[src/hdl/smr_pkg.sv]
// ----------------------------------------------------------------------------
// smr_pkg
// Shared types and constants of the servo motion ramp: field widths, limits,
// opcodes, controller states and the command and status groups.
// ----------------------------------------------------------------------------
package smr_pkg;

	localparam int PULSE_W = 12;
	localparam int CHAN_W  = 4;
	localparam int TIME_W  = 16;
	localparam int MT_W    = 15;
	localparam int STEPS_W = 11;
	localparam int CNT_W   = 4;

	localparam logic [PULSE_W-1:0] PULSE_MIN   = 12'd500;
	localparam logic [PULSE_W-1:0] PULSE_MAX   = 12'd2500;
	localparam logic [PULSE_W-1:0] WIDTH_RESET = 12'd1500;

	localparam logic [TIME_W-1:0] TIME_MIN = 16'd20;
	localparam logic [TIME_W-1:0] TIME_MAX = 16'd30000;

	localparam logic [MT_W-1:0] MOVE_TIME_RESET = 15'd2000;

	localparam logic [CHAN_W-1:0] TOP_CHANNEL = 4'd8;

	// time / 20 = (time >> 2) * RECIP_5 >> RECIP_SHIFT, exact for time <= 30000
	localparam int                RECIP_W     = 12;
	localparam logic [RECIP_W-1:0] RECIP_5    = 12'd3277;
	localparam int                RECIP_SHIFT = 14;

	localparam logic [CNT_W-1:0] DIV_LAST = CNT_W'(STEPS_W - 1);

	typedef enum logic {
		OP_SET  = 1'b0,
		OP_TICK = 1'b1
	} opcode_t;

	typedef enum logic [2:0] {
		ST_IDLE,
		ST_INIT,
		ST_STEP,
		ST_MUL,
		ST_DIV,
		ST_LOAD
	} state_t;

	typedef enum logic [1:0] {
		MODE_HOLD,
		MODE_INTERP,
		MODE_SNAP
	} mode_t;

	typedef struct packed {
		logic set_wr;
		logic init;
		logic step;
		logic mul;
		logic div;
		logic load;
	} cmd_t;

	typedef struct packed {
		logic pending;
		logic step_interp;
		logic interp;
		logic last_chan;
		logic out_free;
	} sts_t;

endpackage

[src/hdl/smr_ctrl.sv]
// ----------------------------------------------------------------------------
// smr_ctrl
// Sequencer of the servo motion ramp: accepts requests, runs the ramp setup
// and the per-channel multiply, serial divide and write-back.
// ----------------------------------------------------------------------------
module smr_ctrl (
	input  logic          clk,
	input  logic          arst_n,
	input  logic          in_valid,
	output logic          in_stall,
	input  logic          opcode,
	input  smr_pkg::sts_t sts,
	output smr_pkg::cmd_t cmd
);

	smr_pkg::state_t               state_q;
	smr_pkg::state_t               state_d;
	logic [smr_pkg::CNT_W-1:0]     cnt_q;

	always_ff @(posedge clk or negedge arst_n) begin
		if (!arst_n) begin
			state_q <= smr_pkg::ST_IDLE;
			cnt_q   <= '0;
		end else begin
			state_q <= state_d;
			if (state_q == smr_pkg::ST_MUL) begin
				cnt_q <= smr_pkg::DIV_LAST;
			end else if (state_q == smr_pkg::ST_DIV) begin
				cnt_q <= cnt_q - 1'b1;
			end
		end
	end

	always_comb begin
		state_d = state_q;
		unique case (state_q)
			smr_pkg::ST_IDLE: begin
				if (in_valid && opcode == smr_pkg::OP_TICK) begin
					state_d = sts.pending ? smr_pkg::ST_INIT : smr_pkg::ST_STEP;
				end
			end
			smr_pkg::ST_INIT: state_d = smr_pkg::ST_STEP;
			smr_pkg::ST_STEP: state_d = sts.step_interp ? smr_pkg::ST_MUL : smr_pkg::ST_LOAD;
			smr_pkg::ST_MUL:  state_d = smr_pkg::ST_DIV;
			smr_pkg::ST_DIV: begin
				if (cnt_q == '0) begin
					state_d = smr_pkg::ST_LOAD;
				end
			end
			smr_pkg::ST_LOAD: begin
				if (sts.out_free) begin
					if (sts.last_chan) begin
						state_d = smr_pkg::ST_IDLE;
					end else begin
						state_d = sts.interp ? smr_pkg::ST_MUL : smr_pkg::ST_LOAD;
					end
				end
			end
			default: state_d = smr_pkg::ST_IDLE;
		endcase
	end

	always_comb begin
		cmd      = '0;
		in_stall = 1'b1;
		unique case (state_q)
			smr_pkg::ST_IDLE: begin
				in_stall   = 1'b0;
				cmd.set_wr = in_valid && opcode == smr_pkg::OP_SET;
			end
			smr_pkg::ST_INIT: cmd.init = 1'b1;
			smr_pkg::ST_STEP: cmd.step = 1'b1;
			smr_pkg::ST_MUL:  cmd.mul  = 1'b1;
			smr_pkg::ST_DIV:  cmd.div  = 1'b1;
			smr_pkg::ST_LOAD: cmd.load = sts.out_free;
			default: cmd = '0;
		endcase
	end

	a_div_ends: assert property (@(posedge clk) disable iff (!arst_n)
		state_q == smr_pkg::ST_DIV && cnt_q == '0 |=> state_q == smr_pkg::ST_LOAD)
		else $error("divide did not end in write-back");

endmodule

[src/hdl/smr_datapath.sv]
// ----------------------------------------------------------------------------
// smr_datapath
// Channel state, ramp counters, offset multiply, serial divider and the
// output register of the servo motion ramp.
// ----------------------------------------------------------------------------
module smr_datapath #(
	parameter int NUM_CHANNELS = 9
) (
	input  logic                          clk,
	input  logic                          arst_n,
	input  smr_pkg::cmd_t                 cmd,
	output smr_pkg::sts_t                 sts,
	input  logic [smr_pkg::CHAN_W-1:0]    channel,
	input  logic [smr_pkg::PULSE_W-1:0]   pulse_us,
	input  logic [smr_pkg::TIME_W-1:0]    move_ms,
	output logic                          out_valid,
	input  logic                          out_stall,
	output logic [smr_pkg::CHAN_W-1:0]    out_channel,
	output logic [smr_pkg::PULSE_W-1:0]   width_us,
	output logic                          last
);

	localparam int KW    = (NUM_CHANNELS > 1) ? $clog2(NUM_CHANNELS) : 1;
	localparam int PW    = smr_pkg::PULSE_W;
	localparam int SW    = smr_pkg::STEPS_W;
	localparam int QW    = smr_pkg::MT_W - 2;
	localparam int TP_W  = QW + smr_pkg::RECIP_W;
	localparam int MP_W  = PW + SW;

	logic [PW-1:0]              target_q  [NUM_CHANNELS];
	logic [PW-1:0]              current_q [NUM_CHANNELS];
	logic signed [PW-1:0]       offset_q  [NUM_CHANNELS];
	logic [smr_pkg::MT_W-1:0]   move_time_q;
	logic [SW-1:0]              total_q;
	logic [SW-1:0]              steps_left_q;
	logic                       pending_q;
	logic                       moving_q;
	smr_pkg::mode_t             mode_q;
	logic [KW-1:0]              k_q;
	logic [SW-1:0]              rem_q;
	logic [SW-1:0]              dq_q;
	logic                       neg_q;
	logic                       out_valid_q;
	logic [smr_pkg::CHAN_W-1:0] out_channel_q;
	logic [PW-1:0]              width_q;
	logic                       last_q;

	logic                       set_ok;
	logic [smr_pkg::TIME_W-1:0] time_cl;
	logic [KW-1:0]              set_idx;
	logic [TP_W-1:0]            total_prod;
	logic [SW-1:0]              total_new;
	logic [SW-1:0]              left_dec;
	logic                       step_interp;
	logic [PW-1:0]              off_bits;
	logic [PW-1:0]              off_mag;
	logic [MP_W-1:0]            mag_prod;
	logic [SW:0]                trial;
	logic [SW:0]                diff;
	logic                       ge;
	logic [PW-1:0]              delta;
	logic [PW-1:0]              tgt_k;
	logic [PW-1:0]              new_w;
	logic                       last_chan;
	logic                       out_free;

	assign set_ok = channel >= 4'd1 && channel <= smr_pkg::TOP_CHANNEL &&
	                ({28'd0, channel} < 32'(NUM_CHANNELS)) &&
	                pulse_us >= smr_pkg::PULSE_MIN && pulse_us <= smr_pkg::PULSE_MAX;
	assign time_cl = (move_ms < smr_pkg::TIME_MIN) ? smr_pkg::TIME_MIN :
	                 (move_ms > smr_pkg::TIME_MAX) ? smr_pkg::TIME_MAX : move_ms;
	assign set_idx = KW'(channel);

	assign total_prod = TP_W'(move_time_q[smr_pkg::MT_W-1:2]) * TP_W'(smr_pkg::RECIP_5);
	assign total_new  = total_prod[smr_pkg::RECIP_SHIFT +: SW];

	assign left_dec    = (steps_left_q == '0) ? '0 : steps_left_q - 1'b1;
	assign step_interp = moving_q && left_dec != '0 && total_q != '0;

	assign off_bits = offset_q[k_q];
	assign off_mag  = off_bits[PW-1] ? (~off_bits + 1'b1) : off_bits;
	assign mag_prod = MP_W'(off_mag) * MP_W'(steps_left_q);

	assign trial = {rem_q, dq_q[SW-1]};
	assign diff  = trial - {1'b0, total_q};
	assign ge    = trial >= {1'b0, total_q};

	assign delta = neg_q ? (~PW'(dq_q) + 1'b1) : PW'(dq_q);
	assign tgt_k = target_q[k_q];

	always_comb begin
		unique case (mode_q)
			smr_pkg::MODE_HOLD:   new_w = current_q[k_q];
			smr_pkg::MODE_INTERP: new_w = tgt_k + delta;
			smr_pkg::MODE_SNAP:   new_w = tgt_k;
			default:              new_w = current_q[k_q];
		endcase
	end

	assign last_chan = k_q == KW'(NUM_CHANNELS - 1);
	assign out_free  = !out_valid_q || !out_stall;

	assign sts.pending     = pending_q;
	assign sts.step_interp = step_interp;
	assign sts.interp      = mode_q == smr_pkg::MODE_INTERP;
	assign sts.last_chan   = last_chan;
	assign sts.out_free    = out_free;

	always_ff @(posedge clk or negedge arst_n) begin
		if (!arst_n) begin
			for (int i = 0; i < NUM_CHANNELS; i++) begin
				target_q[i]  <= smr_pkg::WIDTH_RESET;
				current_q[i] <= smr_pkg::WIDTH_RESET;
				offset_q[i]  <= '0;
			end
			move_time_q  <= smr_pkg::MOVE_TIME_RESET;
			total_q      <= '0;
			steps_left_q <= '0;
			pending_q    <= 1'b0;
			moving_q     <= 1'b0;
			mode_q       <= smr_pkg::MODE_HOLD;
			k_q          <= '0;
			out_valid_q  <= 1'b0;
		end else begin
			if (cmd.set_wr && set_ok) begin
				target_q[set_idx] <= pulse_us;
				move_time_q       <= time_cl[smr_pkg::MT_W-1:0];
				pending_q         <= 1'b1;
			end
			if (cmd.init) begin
				pending_q    <= 1'b0;
				total_q      <= total_new;
				steps_left_q <= total_new;
				moving_q     <= 1'b1;
				for (int i = 0; i < NUM_CHANNELS; i++) begin
					offset_q[i] <= current_q[i] - target_q[i];
				end
			end
			if (cmd.step) begin
				k_q <= '0;
				if (moving_q) begin
					steps_left_q <= left_dec;
					if (step_interp) begin
						mode_q <= smr_pkg::MODE_INTERP;
					end else begin
						mode_q   <= smr_pkg::MODE_SNAP;
						moving_q <= 1'b0;
					end
				end else begin
					mode_q <= smr_pkg::MODE_HOLD;
				end
			end
			if (cmd.load) begin
				current_q[k_q] <= new_w;
				k_q            <= last_chan ? '0 : k_q + 1'b1;
				out_valid_q    <= 1'b1;
			end else if (!out_stall) begin
				out_valid_q <= 1'b0;
			end
		end
	end

	always_ff @(posedge clk) begin
		if (cmd.mul) begin
			rem_q <= mag_prod[2*SW-1:SW];
			dq_q  <= mag_prod[SW-1:0];
			neg_q <= off_bits[PW-1];
		end else if (cmd.div) begin
			rem_q <= ge ? diff[SW-1:0] : trial[SW-1:0];
			dq_q  <= {dq_q[SW-2:0], ge};
		end
		if (cmd.load) begin
			out_channel_q <= smr_pkg::CHAN_W'(k_q);
			width_q       <= new_w;
			last_q        <= last_chan;
		end
	end

	assign out_valid   = out_valid_q;
	assign out_channel = out_channel_q;
	assign width_us    = width_q;
	assign last        = last_q;

	a_moving_total: assert property (@(posedge clk) disable iff (!arst_n)
		moving_q |-> total_q != '0)
		else $error("ramp running with zero total");

	a_quot_bound: assert property (@(posedge clk) disable iff (!arst_n)
		cmd.mul |-> steps_left_q < total_q)
		else $error("steps left not below total at multiply");

	a_rem_bound: assert property (@(posedge clk) disable iff (!arst_n)
		cmd.load && mode_q == smr_pkg::MODE_INTERP |-> rem_q < total_q)
		else $error("divider remainder out of range");

	a_load_free: assert property (@(posedge clk) disable iff (!arst_n)
		out_valid_q && out_stall && !cmd.load |=> out_valid_q && $stable(width_q))
		else $error("pending result lost");

endmodule

[src/hdl/servo_motion_ramp_core.sv]
// ----------------------------------------------------------------------------
// servo_motion_ramp_core
// Linear pulse-width ramp for servo channels stepped by 20 ms frame ticks.
// ----------------------------------------------------------------------------
// Set request: taken while idle, no result.
// Tick request: setup runs the init state (only with a pending change) and
// the step state, then per channel a write-back when holding or snapping, or
// multiply, serial divider and write-back while ramping.
// The next request is taken once the last channel result is registered.
// Reset: all targets and widths 1500 us, offsets 0, move time 2000 ms, idle.
module servo_motion_ramp_core #(
	parameter int NUM_CHANNELS = 9
) (
	input  logic                        clk,
	input  logic                        arst_n,
	input  logic                        in_valid,
	output logic                        in_stall,
	input  logic                        opcode,
	input  logic [smr_pkg::CHAN_W-1:0]  channel,
	input  logic [smr_pkg::PULSE_W-1:0] pulse_us,
	input  logic [smr_pkg::TIME_W-1:0]  move_ms,
	output logic                        out_valid,
	input  logic                        out_stall,
	output logic [smr_pkg::CHAN_W-1:0]  out_channel,
	output logic [smr_pkg::PULSE_W-1:0] width_us,
	output logic                        last
);

	smr_pkg::cmd_t cmd;
	smr_pkg::sts_t sts;

	smr_ctrl u_ctrl (
		.clk      (clk),
		.arst_n   (arst_n),
		.in_valid (in_valid),
		.in_stall (in_stall),
		.opcode   (opcode),
		.sts      (sts),
		.cmd      (cmd)
	);

	smr_datapath #(
		.NUM_CHANNELS (NUM_CHANNELS)
	) u_datapath (
		.clk         (clk),
		.arst_n      (arst_n),
		.cmd         (cmd),
		.sts         (sts),
		.channel     (channel),
		.pulse_us    (pulse_us),
		.move_ms     (move_ms),
		.out_valid   (out_valid),
		.out_stall   (out_stall),
		.out_channel (out_channel),
		.width_us    (width_us),
		.last        (last)
	);

endmodule
[config.mk]
export PLATFORM = sky130hd
export DESIGN_NAME = servo_motion_ramp_core
export DESIGN_NICKNAME = d
export VERILOG_FILES = /design/src/hdl/smr_pkg.sv /design/src/hdl/smr_ctrl.sv /design/src/hdl/smr_datapath.sv /design/src/hdl/servo_motion_ramp_core.sv
export SDC_FILE = /design/constraint.sdc
export NUM_CORES = 2
export LEC_CHECK = 0
export ABC_AREA = 1
export BUFFER_PORTS_ARGS = -buffer_cell sky130_fd_sc_hd__buf_2
export CORE_AREA = 4 4 290 292
export CTS_BUF_LIST = sky130_fd_sc_hd__clkbuf_8
export DETAILED_ROUTE_END_ITERATION = 8
export DIE_AREA = 0 0 294 296
export GPL_TIMING_DRIVEN = 0
export PLACE_DENSITY = 0.52
export SYNTH_ARGS = -nofsm -noshare
export SYNTH_HDL_FRONTEND = slang
export SYNTH_SLANG_ARGS = --single-unit
[constraint.sdc]
create_clock -name clk -period 11.1 [get_ports clk]
set_input_delay 0.555 -clock clk [delete_from_list [all_inputs] [get_ports clk]]
set_output_delay 0.555 -clock clk [all_outputs]
set_load 0.005 [all_outputs]
==> key figures <==
Setup path
  – R2R cell count: 32
  – Worst path required time: 11.52 ns
  – Crit start category: register
  – CP delay by family, top: adder cells
  – Worst Setup SP: u_datapath.k_q[0]$_DFFE_PN0P_
  – Critical Path Fanout Max: 10
  – Worst Setup End Kind: register
  – Slowest CP cell: dfrtp_1
  – Worst reg2reg endpoint: u_datapath.rem_q[4]$_DFFE_PP_
  – Buf+Inv Stages, Crit Path: 7
  – Reg2reg setup slack: 2.82 ns
  – WP depth: 32
  – Data arrival, critical path: 8.69 ns
  – Critical Setup Path Class: register to register
  – Crit-path max cell delay: 0.55 ns
  – Most frequent CP cell: nand2_1
  – R2r startpoint: u_datapath.k_q[0]$_DFFE_PN0P_
  – Worst setup path end: u_datapath.rem_q[4]$_DFFE_PP_

CTS
  – Hold Buf Count CTS: 1
  – Clk_lat worst skew: 0.70 ns
  – Root buffer cell: clkbuf_8
  – Post-CTS Setup Inserts: 0
  – Clk slew on worst S/H paths: 0.06 ns
  – Clock Path Buffers: 3
  – H-tree levels: 3
  – Sink Count: 415
  – Cts repair resizes: 0
  – TritonCTS Buffers: 79
  – CTS tree: yes

Detailed routing
  – Drt drc: 0
  – Average wire per standard cell: 23.6 µm
  – Via-to-Cell Ratio: 5.40
  – Final Routed Wirelength: 129 mm
  – Iteration-0 DRC Markers: 2682
  – Vias: 29500
  – Routed Antenna Nets: 0
  – First-pass DRT Iterations: 7

STA
  – TNS Setup: 0 ns
  – Clock skew: 0.0605 ns
  – Setup violators final: 0
  – Actual slew at the worst max-slew pin: 1.15 ns
  – Fin. max-slew vios: 0
  – Post-layout minimum cycle time: 8.28 ns
  – Max-slew headroom: 22.5%
  – Final Cycle Share: 74.6%
  – RSZ-0062 raised after global routing: false
  – Hold Violations, Final: 0
  – Maximum clock rate: 0.121 GHz

Global route
  – Pin count of the biggest net entering global routing: 98
  – Gr usage total: 29.5%
  – Initial antenna violation count: 6
  – Total grt overflow: 0
  – First-pass GRT wire length: 189 mm
  – Vias in the first global route: 28000

Run status
  – Status: finished, final reports clean

Yosys
  – Post-Synthesis Cells: 4181
  – Xor/xnor cell area share of the yosys netlist: 2.46%
  – Register area share after synthesis: 33.2%
  – Post-synthesis adder-cell area fraction: 19.6%
  – Synth Net Count: 4639
  – Synth unique cells: 55
  – Top-count cell post-synth: nand2_1
  – Yosys warning count: 0
  – Mean Syn Cell Area: 7.75 µm²
  – Largest family of logic cells by synthesized area: simple AND/OR/NAND/NOR gates
  – Synthesized area: 32400 µm²
  – Yosys top cell by area: dfrtp_1
  – Synth top area share: 18.8%
  – Async SR Flop Fraction: 90.4%
  – Area contributors post-synth: dfrtp_1 19%, nand2_1 12%, ha_1 11%, dfstp_2 11%, fa_1 8.8%
  – Post-synth EDFFs: 40
  – Post-synthesis mux area share: 0%
  – Top cells by count, synth: 1012 x nand2_1, 583 x inv_1, 480 x o21ai_0
  – Synthesis-stage register bit count: 415
  – Compound-cell area share of the yosys netlist: 15.4%
  – Post-synth top flop: dfrtp_1
  – Synth Area in Simple Gates: 20.4%

Final layout
  – Final #Nets: 4781
  – # fillers: 8476
  – Area delta synth->final: 10.6%
  – Share of cells above drive strength 1: 10.1%

Floorplan
  – Core area: 81600 µm²
  – Die area: 87000 µm²
  – Die Ht: 296 µm
  – I/O pin total: 56
  – Die W: 294 µm
  – FP Rows: 105
  – Initial Util: 39.7%

Placed design
  – Placed wire-length estimate: 103 mm
  – IO buf count: 55
  – Routability Congestion: 0.995

Run
  – Max Cap Violations: 0

Min path
  – Hold Path Class: input pin to register
  – Min-delay src: pulse_us[9]
-- logic make-up after synthesis --
logic type      Yosys count
simple gates           1611
compound gates          891
buf+inv                 753
fa+ha+maj               421
flops                   415
xor+xnor                 90
-- worst min path at each step --
stage                                                       end  cells past startpoint  slack (ns)
after floorplan                     u_ctrl.cnt_q[0]$_DFFE_PN0P_                      0        0.26
after global placement     u_datapath.target_q[103]$_DFFE_PN1P_                      1        0.43
after detailed placement   u_datapath.target_q[106]$_DFFE_PN1P_                      1        0.44
after CTS                   u_datapath.target_q[21]$_DFFE_PN0P_                      3        0.07
after global routing      u_datapath.move_time_q[9]$_DFFE_PN1P_                      3        0.11
final                       u_datapath.target_q[21]$_DFFE_PN0P_                      3        0.11
-- final cells by class --
| cell class | instances | area (µm²) | area share, % |
|---|---|---|---|
| clock inverter | 49 | 344 | 0.961 |
| clock buffer | 95 | 1310 | 3.65 |
| inverter | 606 | 2270 | 6.35 |
| sequential | 415 | 10800 | 30.0 |
| multi-input combinational | 3013 | 18700 | 52.3 |
| buffer | 147 | 646 | 1.80 |
| tap | 1070 | 1340 | 3.74 |
| timing repair buffer | 61 | 425 | 1.19 |
| antenna | 2 | 5.00 | 0.0140 |
-- placed cells by master, fill, tap and decap left out, types with 94 or more instances in the layout --
cell type,instances
a21oi_1,202
clkbuf_1,94
clkbuf_8,95
dfrtp_1,243
dfstp_2,132
fa_1,142
ha_1,279
inv_1,614
nand2_1,1012
nand3_1,173
nor2_1,296
o21ai_0,480
-- metrics by stage --
stage               util [%]  area (µm²)  setup slack [ns]  instances  hold WS [ns]
finish                  43.9       35800              2.82       5458         0.112
global route            43.9       35800              2.33       5458         0.106
CTS                     43.9       35800              2.90       5456        0.0705
detailed placement      41.9       34100              2.95       5311         0.438
global placement        41.7       34000              1.52       5306         0.434
floorplan                  -       32400              4.60       4181         0.259
-- registers in the layout, summed over array words and instances, names as in the netlist, 12 cells and up --
signal,cells
u_datapath.current_q,108
u_datapath.move_time_q,13
u_datapath.offset_q,108
u_datapath.target_q,108
u_datapath.width_us,12
-- routing by layer --
layer	routed length (µm)	global-route usage (%)
met1	60700	43.9
met2	54000	43.7
met3	10000	5.00
met4	4350	9.53
met5	13	0
-- worst min-delay path, delay by kind of cell --
kind / cells / cell delay [ns]
and+or+nand+nor: 1 / 0.05
AOI/OAI and AO/OA: 1 / 0.06
buffers and inverters: 1 / 0.10
Power is not shown: default switching activity piles up to over one toggle a cycle in this logic, so the estimate is an artifact.
